**src/sv/utse_pkg.sv**
```systemverilog
// ----------------------------------------------------------------------------
// utse_pkg
// Types, character codes, field limits and calendar constants shared by the
// timestamp parser, the epoch conversion pipeline and the checker.
// ----------------------------------------------------------------------------
`default_nettype none

package utse_pkg;

  typedef enum logic [1:0] {
    ERR_OK     = 2'd0,
    ERR_LENGTH = 2'd1,
    ERR_CHAR   = 2'd2,
    ERR_RANGE  = 2'd3
  } err_t;

  // Accumulated fields of one timestamp together with its verdict.
  typedef struct packed {
    logic [13:0] year;
    logic [6:0]  month;
    logic [6:0]  day;
    logic [6:0]  hour;
    logic [6:0]  minute;
    logic [6:0]  second;
    err_t        err;
  } fields_t;

  localparam logic [7:0] CHAR_DASH  = 8'h2D;
  localparam logic [7:0] CHAR_COLON = 8'h3A;
  localparam logic [7:0] CHAR_T     = 8'h54;
  localparam logic [7:0] CHAR_Z     = 8'h5A;
  localparam logic [7:0] CHAR_ZERO  = 8'h30;
  localparam logic [7:0] CHAR_NINE  = 8'h39;

  // Character positions of the separators in YYYY-MM-DDTHH:MM:SSZ.
  localparam logic [4:0] POS_YEAR_DASH  = 5'd4;
  localparam logic [4:0] POS_MONTH_DASH = 5'd7;
  localparam logic [4:0] POS_DATE_T     = 5'd10;
  localparam logic [4:0] POS_HOUR_COLON = 5'd13;
  localparam logic [4:0] POS_MIN_COLON  = 5'd16;
  localparam logic [4:0] POS_ZULU       = 5'd19;
  localparam logic [4:0] TS_LENGTH      = 5'd20;
  localparam logic [4:0] POS_SATURATE   = 5'd21;

  localparam logic [6:0] MONTH_MAX  = 7'd12;
  localparam logic [6:0] DAY_MAX    = 7'd31;
  localparam logic [6:0] HOUR_MAX   = 7'd23;
  localparam logic [6:0] MINSEC_MAX = 7'd59;

  // The year is shifted up by one era so that the March-based year is never
  // negative; the era's days come back out through DAY_BIAS.
  localparam logic [13:0] YEAR_OFFSET   = 14'd400;
  // floor(q / 25) == (q * RECIP_25) >> 16 for every q below 2600.
  localparam logic [11:0] RECIP_25      = 12'd2622;
  localparam logic [8:0]  DAYS_PER_YEAR = 9'd365;
  // 146097 days for the offset era plus 719468 days from 0000-03-01 to 1970.
  localparam logic [19:0] DAY_BIAS      = 20'd865565;
  localparam logic [16:0] DAY_SECONDS   = 17'd86400;
  localparam logic [11:0] HOUR_SECONDS  = 12'd3600;
  localparam logic [5:0]  MIN_SECONDS   = 6'd60;

  localparam logic signed [38:0] EPOCH_MIN = -39'sd62167219200;
  localparam logic signed [38:0] EPOCH_MAX = 39'sd253402300799;

  // Day of the March-based year on which month index mp (March = 0) starts.
  function automatic logic [8:0] month_start(input logic [3:0] mp);
    logic [8:0] start;
    case (mp)
      4'd0:    start = 9'd0;
      4'd1:    start = 9'd31;
      4'd2:    start = 9'd61;
      4'd3:    start = 9'd92;
      4'd4:    start = 9'd122;
      4'd5:    start = 9'd153;
      4'd6:    start = 9'd184;
      4'd7:    start = 9'd214;
      4'd8:    start = 9'd245;
      4'd9:    start = 9'd275;
      4'd10:   start = 9'd306;
      4'd11:   start = 9'd337;
      default: start = 9'd0;
    endcase
    return start;
  endfunction

endpackage

`default_nettype wire

```
**src/sv/utse_epoch_calc.sv**
```systemverilog
// ----------------------------------------------------------------------------
// utse_epoch_calc
// Four-stage pipeline that turns a parsed year, month, day and time of day
// into Unix epoch seconds, with a valid bit per stage and bubble collapsing.
// ----------------------------------------------------------------------------
`default_nettype none

module utse_epoch_calc (
  input  wire logic                  clk,
  input  wire logic                  rst,
  input  wire logic                  req_valid,
  output logic                       req_ready,
  input  wire utse_pkg::fields_t     req_fields,
  output logic                       out_valid,
  input  wire logic                  out_ready,
  output utse_pkg::err_t             err_code,
  output logic signed [38:0]         epoch_seconds
);

  // Stage a: captured fields.
  logic              a_valid;
  utse_pkg::fields_t a_fields;

  // Stage b: shifted year, quarter year, century count, day of year, seconds
  // of the day.
  logic              b_valid;
  logic [13:0]       b_yp;
  logic [11:0]       b_q;
  logic [7:0]        b_h;
  logic [8:0]        b_doy;
  logic [18:0]       b_tod;
  utse_pkg::err_t    b_err;

  // Stage c: day count from the epoch.
  logic              c_valid;
  logic signed [23:0] c_days;
  logic [18:0]       c_tod;
  utse_pkg::err_t    c_err;

  // Stage d: result register.
  logic              d_valid;
  logic signed [38:0] d_epoch;
  utse_pkg::err_t    d_err;

  logic a_free, b_free, c_free, d_free;

  assign d_free    = !d_valid || out_ready;
  assign c_free    = !c_valid || d_free;
  assign b_free    = !b_valid || c_free;
  assign a_free    = !a_valid || b_free;
  assign req_ready = a_free;

  // Stage b logic.
  logic        mar_based;
  logic [13:0] yp_b;
  logic [3:0]  mp_b;
  logic [11:0] q_b;
  logic [23:0] q_prod_b;
  logic [8:0]  doy_b;
  logic [18:0] tod_b;

  always_comb begin
    mar_based = a_fields.month <= 7'd2;
    yp_b      = a_fields.year + utse_pkg::YEAR_OFFSET - {13'd0, mar_based};
    mp_b      = mar_based ? 4'(a_fields.month + 7'd9) : 4'(a_fields.month - 7'd3);
    q_b       = yp_b[13:2];
    q_prod_b  = q_b * utse_pkg::RECIP_25;
    doy_b     = utse_pkg::month_start(mp_b) + {2'd0, a_fields.day} - 9'd1;
    tod_b     = 19'(a_fields.hour * utse_pkg::HOUR_SECONDS)
              + 19'(a_fields.minute * utse_pkg::MIN_SECONDS)
              + {12'd0, a_fields.second};
  end

  // Stage c logic: 365 * y + y/4 - y/100 + y/400 + doy, less the bias.
  logic [21:0]        year_days_c;
  logic [21:0]        sum_c;
  logic signed [23:0] days_c;

  always_comb begin
    year_days_c = 22'(b_yp * utse_pkg::DAYS_PER_YEAR);
    sum_c       = year_days_c + {10'd0, b_q} + {16'd0, b_h[7:2]} + {13'd0, b_doy};
    days_c      = $signed({2'b00, sum_c}) - $signed({16'd0, b_h})
                - $signed({4'd0, utse_pkg::DAY_BIAS});
  end

  // Stage d logic.
  logic signed [41:0] secs_d;

  always_comb begin
    secs_d = c_days * $signed({1'b0, utse_pkg::DAY_SECONDS})
           + $signed({23'd0, c_tod});
  end

  always_ff @(posedge clk) begin
    if (rst) begin
      a_valid <= 1'b0;
      b_valid <= 1'b0;
      c_valid <= 1'b0;
      d_valid <= 1'b0;
    end else begin
      if (a_free) a_valid <= req_valid;
      if (b_free) b_valid <= a_valid;
      if (c_free) c_valid <= b_valid;
      if (d_free) d_valid <= c_valid;
    end
  end

  always_ff @(posedge clk) begin
    if (a_free) a_fields <= req_fields;
    if (b_free) begin
      b_yp  <= yp_b;
      b_q   <= q_b;
      b_h   <= q_prod_b[23:16];
      b_doy <= doy_b;
      b_tod <= tod_b;
      b_err <= a_fields.err;
    end
    if (c_free) begin
      c_days <= days_c;
      c_tod  <= b_tod;
      c_err  <= b_err;
    end
    if (d_free) begin
      d_err   <= c_err;
      d_epoch <= (c_err == utse_pkg::ERR_OK) ? secs_d[38:0] : 39'sd0;
    end
  end

  assign out_valid     = d_valid;
  assign err_code      = d_err;
  assign epoch_seconds = d_epoch;

endmodule

`default_nettype wire

```
**src/sv/utc_timestamp_to_epoch_seconds.sv**
```systemverilog
// ----------------------------------------------------------------------------
// utc_timestamp_to_epoch_seconds
// Parses YYYY-MM-DDTHH:MM:SSZ one byte at a time and reports Unix epoch
// seconds or an error code on the byte marked last.
// ----------------------------------------------------------------------------
//
//   channel  handshake            payload
//   input    in_valid/in_ready    char_in[7:0], is_last
//   output   out_valid/out_ready  err_code[1:0], epoch_seconds[38:0] signed
//
// One byte is taken per cycle while in_ready is high. A result is offered once
// it has passed the field register, the century count and day count registers,
// and the seconds multiply into the result register.
// Up to four results may wait in the pipeline; any byte stalls while the
// first stage is occupied and unable to move.
// Reset clears the parser and all stage valid bits.
`default_nettype none

module utc_timestamp_to_epoch_seconds (
  input  wire logic                clk,
  input  wire logic                rst,
  input  wire logic                in_valid,
  output logic                     in_ready,
  input  wire logic [7:0]          char_in,
  input  wire logic                is_last,
  output logic                     out_valid,
  input  wire logic                out_ready,
  output logic [1:0]               err_code,
  output logic signed [38:0]       epoch_seconds
);

  logic [4:0]  char_position;
  logic        bad_char_seen;
  logic [13:0] year_digits;
  logic [6:0]  month_digits, day_digits, hour_digits, minute_digits, second_digits;

  logic [4:0]  char_position_next;
  logic        bad_char_seen_next;
  logic [13:0] year_digits_next;
  logic [6:0]  month_digits_next, day_digits_next, hour_digits_next;
  logic [6:0]  minute_digits_next, second_digits_next;

  logic              calc_ready;
  logic              transfer;
  utse_pkg::fields_t req_fields;
  utse_pkg::err_t    calc_err;

  logic [7:0] want;
  logic [3:0] digit;
  logic       is_digit;
  logic       out_of_range;

  assign in_ready = calc_ready;
  assign transfer = in_valid && in_ready;

  always_comb begin
    char_position_next = char_position;
    bad_char_seen_next = bad_char_seen;
    year_digits_next   = year_digits;
    month_digits_next  = month_digits;
    day_digits_next    = day_digits;
    hour_digits_next   = hour_digits;
    minute_digits_next = minute_digits;
    second_digits_next = second_digits;

    case (char_position)
      utse_pkg::POS_YEAR_DASH, utse_pkg::POS_MONTH_DASH: want = utse_pkg::CHAR_DASH;
      utse_pkg::POS_DATE_T:                              want = utse_pkg::CHAR_T;
      utse_pkg::POS_HOUR_COLON, utse_pkg::POS_MIN_COLON: want = utse_pkg::CHAR_COLON;
      utse_pkg::POS_ZULU:                                want = utse_pkg::CHAR_Z;
      default:                                           want = 8'd0;
    endcase

    is_digit = (char_in >= utse_pkg::CHAR_ZERO) && (char_in <= utse_pkg::CHAR_NINE);
    digit    = 4'(char_in - utse_pkg::CHAR_ZERO);

    // Characters past the twentieth are not checked; the length error covers them.
    if (char_position < utse_pkg::TS_LENGTH) begin
      if (want != 8'd0) begin
        if (char_in != want) bad_char_seen_next = 1'b1;
      end else if (!is_digit) begin
        bad_char_seen_next = 1'b1;
      end else if (char_position < utse_pkg::POS_YEAR_DASH) begin
        year_digits_next = 14'(year_digits * 14'd10 + {10'd0, digit});
      end else if (char_position < utse_pkg::POS_MONTH_DASH) begin
        month_digits_next = 7'(month_digits * 7'd10 + {3'd0, digit});
      end else if (char_position < utse_pkg::POS_DATE_T) begin
        day_digits_next = 7'(day_digits * 7'd10 + {3'd0, digit});
      end else if (char_position < utse_pkg::POS_HOUR_COLON) begin
        hour_digits_next = 7'(hour_digits * 7'd10 + {3'd0, digit});
      end else if (char_position < utse_pkg::POS_MIN_COLON) begin
        minute_digits_next = 7'(minute_digits * 7'd10 + {3'd0, digit});
      end else begin
        second_digits_next = 7'(second_digits * 7'd10 + {3'd0, digit});
      end
    end

    if (char_position < utse_pkg::POS_SATURATE) char_position_next = char_position + 5'd1;

    out_of_range = (month_digits_next < 7'd1) || (month_digits_next > utse_pkg::MONTH_MAX)
                || (day_digits_next < 7'd1) || (day_digits_next > utse_pkg::DAY_MAX)
                || (hour_digits_next > utse_pkg::HOUR_MAX)
                || (minute_digits_next > utse_pkg::MINSEC_MAX)
                || (second_digits_next > utse_pkg::MINSEC_MAX);

    if (char_position_next != utse_pkg::TS_LENGTH) calc_err = utse_pkg::ERR_LENGTH;
    else if (bad_char_seen_next)                   calc_err = utse_pkg::ERR_CHAR;
    else if (out_of_range)                         calc_err = utse_pkg::ERR_RANGE;
    else                                           calc_err = utse_pkg::ERR_OK;

    req_fields.year   = year_digits_next;
    req_fields.month  = month_digits_next;
    req_fields.day    = day_digits_next;
    req_fields.hour   = hour_digits_next;
    req_fields.minute = minute_digits_next;
    req_fields.second = second_digits_next;
    req_fields.err    = calc_err;
  end

  always_ff @(posedge clk) begin
    if (rst || (transfer && is_last)) begin
      char_position <= 5'd0;
      bad_char_seen <= 1'b0;
      year_digits   <= 14'd0;
      month_digits  <= 7'd0;
      day_digits    <= 7'd0;
      hour_digits   <= 7'd0;
      minute_digits <= 7'd0;
      second_digits <= 7'd0;
    end else if (transfer) begin
      char_position <= char_position_next;
      bad_char_seen <= bad_char_seen_next;
      year_digits   <= year_digits_next;
      month_digits  <= month_digits_next;
      day_digits    <= day_digits_next;
      hour_digits   <= hour_digits_next;
      minute_digits <= minute_digits_next;
      second_digits <= second_digits_next;
    end
  end

  utse_pkg::err_t out_err;

  utse_epoch_calc u_calc (
    .clk           (clk),
    .rst           (rst),
    .req_valid     (in_valid && is_last),
    .req_ready     (calc_ready),
    .req_fields    (req_fields),
    .out_valid     (out_valid),
    .out_ready     (out_ready),
    .err_code      (out_err),
    .epoch_seconds (epoch_seconds)
  );

  assign err_code = out_err;

endmodule

`default_nettype wire

```
**config.mk**
```make
export PLATFORM = sky130hd
export DESIGN_NAME = utc_timestamp_to_epoch_seconds
export DESIGN_NICKNAME = d
export VERILOG_FILES = /design/src/sv/utse_pkg.sv /design/src/sv/utse_epoch_calc.sv /design/src/sv/utc_timestamp_to_epoch_seconds.sv
export SDC_FILE = /design/constraint.sdc
export NUM_CORES = 1
export LEC_CHECK = 0
export CORE_MARGIN = 2
export CORE_UTILIZATION = 60
export DETAILED_ROUTE_END_ITERATION = 6
export DONT_BUFFER_PORTS = 1
export PLACE_DENSITY = 0.79
export SYNTH_ARGS = -nofsm -noshare
export SYNTH_HDL_FRONTEND = slang
export SYNTH_SLANG_ARGS = --single-unit
```
**constraint.sdc**
```tcl
create_clock -name clk -period 8 [get_ports clk]
set_input_delay 1.6 -clock clk [delete_from_list [all_inputs] [get_ports clk]]
set_output_delay 1.6 -clock clk [all_outputs]
set_load 0.02 [all_outputs]
```
==> flow_metrics.env <==
export IMPL_outcome="completed"
export IMPL_cts_max_path_buffers=3
export IMPL_worst_setup_path_type="reg -> reg"
export IMPL_setup_viol=0
export IMPL_drc_errors=0
export IMPL_max_cap_viol_count=0
export IMPL_ys_flop_type="edfxtp_1"
export IMPL_rows=77
export IMPL_die_h_um=215
export IMPL_die_area_sq_um=46300
export IMPL_slowest_delay_ns=0.55
export IMPL_clk_latency_ns=0.57
export IMPL_multi_input_area_sq_um=17800
export IMPL_start_util_pct=60.6
export IMPL_crit_fanout=3
export IMPL_critPathRequiredTime_ns=8.31
export IMPL_dpl_cell_area_sq_um=27500
export IMPL_wl_mm=52.1
export IMPL_vias_per_cell=5.55
export IMPL_nNetsFinal=3392
export IMPL_stdcell_count=3336
export IMPL_fillCellCount=3470
export IMPL_routabilityCongestion=0.915
export IMPL_ys_warnings_count=0
export IMPL_maxSlewHeadroom_pct=27.1
export IMPL_layout_worst_path_cycle_share_pct=96.4
export IMPL_diodes=0
export IMPL_pin_count=56
export IMPL_fin_ws_ns=0.288
export IMPL_dp_worst_setup_slack_ns=0.0132
export IMPL_htree_levels=1
export IMPL_hold_viol=0
export IMPL_routed_via_count=18525
export IMPL_cts_sinks=248
export IMPL_startpoint_type="register"
export IMPL_ant_nets=0
export IMPL_cts_root_buf="clkbuf_16"
export IMPL_postSynthAreaPerCell_sq_um=9.86
export IMPL_critPathMostFrequentCell="inv_1"
export IMPL_coreArea_sq_um=44100
export IMPL_syn_inst=2715
export IMPL_tightestPinTransition_ns=1.09
export IMPL_wl_per_cell_um=15.6
export IMPL_synthToLayoutAreaGrowth_pct=6.32
export IMPL_cts_tree="done"
export IMPL_drv_slew=0
export IMPL_mappedNetlistArea_sq_um=26800
export IMPL_grt_pass1_wl_mm=89.2
export IMPL_grt_pass1_vias=19521
export IMPL_first_pass_iters=7
export IMPL_seqCellArea_sq_um=6860
export IMPL_stdcell_area_sq_um=28500
export IMPL_layout_commonest_cell="inv_1"
export IMPL_holdBufCountCts=0
export IMPL_numCtsBuffers=26
export IMPL_place_hpwl_mm=42.6
export IMPL_cts_reportedPaths_clkPinSlew_ns=0.07
export IMPL_antenna_found_initial=0
export IMPL_grt_max_degree=60
export IMPL_clock_fmax_ghz=0.130
export IMPL_io_buffers=0
export IMPL_fin_crit_ns=7.71
export IMPL_die_w_um=215
export IMPL_synthArstFlopShare_pct=0
export IMPL_yosysSeqAreaShare_pct=25.6
export IMPL_endpoint_kind="register"
export IMPL_slowest_stage="fa_1"
export IMPL_globalRouteTotalUtil_pct=22.9
export IMPL_fin_skew_ns=0.0246
export IMPL_syn_nets=3381
export IMPL_grt_overflow=0
export IMPL_crit_arrival_ns=8.02
export IMPL_hp_class="reg -> reg"
export IMPL_fin_setup_tns_ns=0
export IMPL_drive_gt1_share_pct=5.25
export IMPL_final_cell_mix="inv_1, ha_1, fa_1, edfxtp_1, nor2_1"
export IMPL_ys_seq_elements=248
export IMPL_post_place_cells=3281
export IMPL_synth_cell_type_count=97
export IMPL_drt_iter0_drc=815
export IMPL_synth_edff_count=189
[critical path: cells and delay by family, from the launching register on]
kind	cells	cell delay, ns
AOI/OAI and AO/OA	9	2.16
xor gates and xnor gates	2	0.26
adders and majority gates	9	3.06
buffers and inverters	5	0.37
DFF	1	0.41
and+or+nand+nor	8	1.21
[kinds of logic (layout without fill, tap and decap cells)]
logic type                 Yosys count  in the layout  share of synthesized area [%]
DFF                                248            248                           25.6
adders and majority gates          653            653                           36.3
muxes                               38             38                           1.53
buffers and inverters              585            614                           8.25
AOI/OAI and AO/OA                  451            451                           11.4
xor gates and xnor gates           216            216                           7.07
and+or+nand+nor                    524            524                           9.78
[cell usage after synthesis, types with 7 or more instances]
master    count  area (sq um)
inv_1       537          2020
ha_1        447          5590
fa_1        206          4120
edfxtp_1    189          5680
nor2_1      163           612
xnor2_1     148          1300
a21oi_1     140           701
nand2_1     121           454
o21ai_0      74           370
xor2_1       68           596
dfxtp_1      59          1180
a21o_1       54           405
clkbuf_1     40           150
nand3_1      32           160
and2_1       31           194
nor3_1       30           150
a211oi_1     28           210
o21bai_1     26           195
nor2b_1      25           156
mux2_2       20           225
mux2i_1      17           170
nand4_1      17           106
o21a_1       15           113
or3_1        15          93.8
a31oi_1      14          87.6
nand2b_1     14          87.6
and3_1       13          81.3
nor3b_1      11          82.6
nand3b_1     10          75.1
nor4_1        9          56.3
o211ai_1      9          67.6
or2_2         7          43.8
[area by class of cell]
cell class	instances	share of cell area (%)
multi-input combinational	1882	62.5
timing repair buffer	31	0.818
tap	592	2.60
clock buffer	34	2.47
sequential	248	24.1
inverter	537	7.08
clock inverter	12	0.444
[what timing repair did]
action,in CTS,in global routing
gates resized for setup,1,13
gates cloned,0,0
endpoints found under the setup margin,1,6
pin swaps,0,16
buffers inserted,0,9
[layer usage]
layer / vias to the layer above / GRT usage, % / wire length, um
met1: 8943 / 26.9 / 21800
met4: 0 / 7.75 / 1680
li1: 9154 / - / -
met5: - / 0 / 0
met3: 115 / 2.45 / 1450
met2: 313 / 43.3 / 27200
[flip-flops by register name, summed over array words and instances (netlist names), 5 cells and up]
signal                flops
u_calc.c_tod             19
minute_digits             7
u_calc.c_days            24
month_digits              7
day_digits                7
char_position             5
u_calc.b_tod             19
u_calc.a_fields          51
u_calc.b_doy              9
second_digits             7
u_calc.b_q               12
hour_digits               7
u_calc.b_h                8
u_calc.epoch_seconds     39
year_digits              14
[path summary, 6_finish.rpt]
| kind | start | end | slack [ns] | depth (start not counted) |
|---|---|---|---|---|
| worst max-delay path | u_calc.a_fields[32] | u_calc.b_h[7] | 0.29 | 33 |
| worst min register to register | u_calc.b_tod[7] | u_calc.c_tod[7] | 0.42 | 0 |
| worst min-delay path | u_calc.b_tod[7] | u_calc.c_tod[7] | 0.42 | 0 |
| worst max register to register | u_calc.a_fields[32] | u_calc.b_h[7] | 0.29 | 33 |
[through the flow]
| step | hold slack, ns | util (%) |
|---|---|---|
| 3_3_place_gp | 0.402 | 62.3 |
| 2_1_floorplan | 0.400 | - |
| 6_report | 0.417 | 64.5 |
| 4_1_cts | 0.419 | 64.2 |
| 5_1_grt | 0.423 | 64.5 |
| 3_5_place_dp | 0.406 | 62.3 |
Power is left out: the tool's default activity adds up to more than one toggle a clock period on the data nets, which glitch-free logic cannot reach.
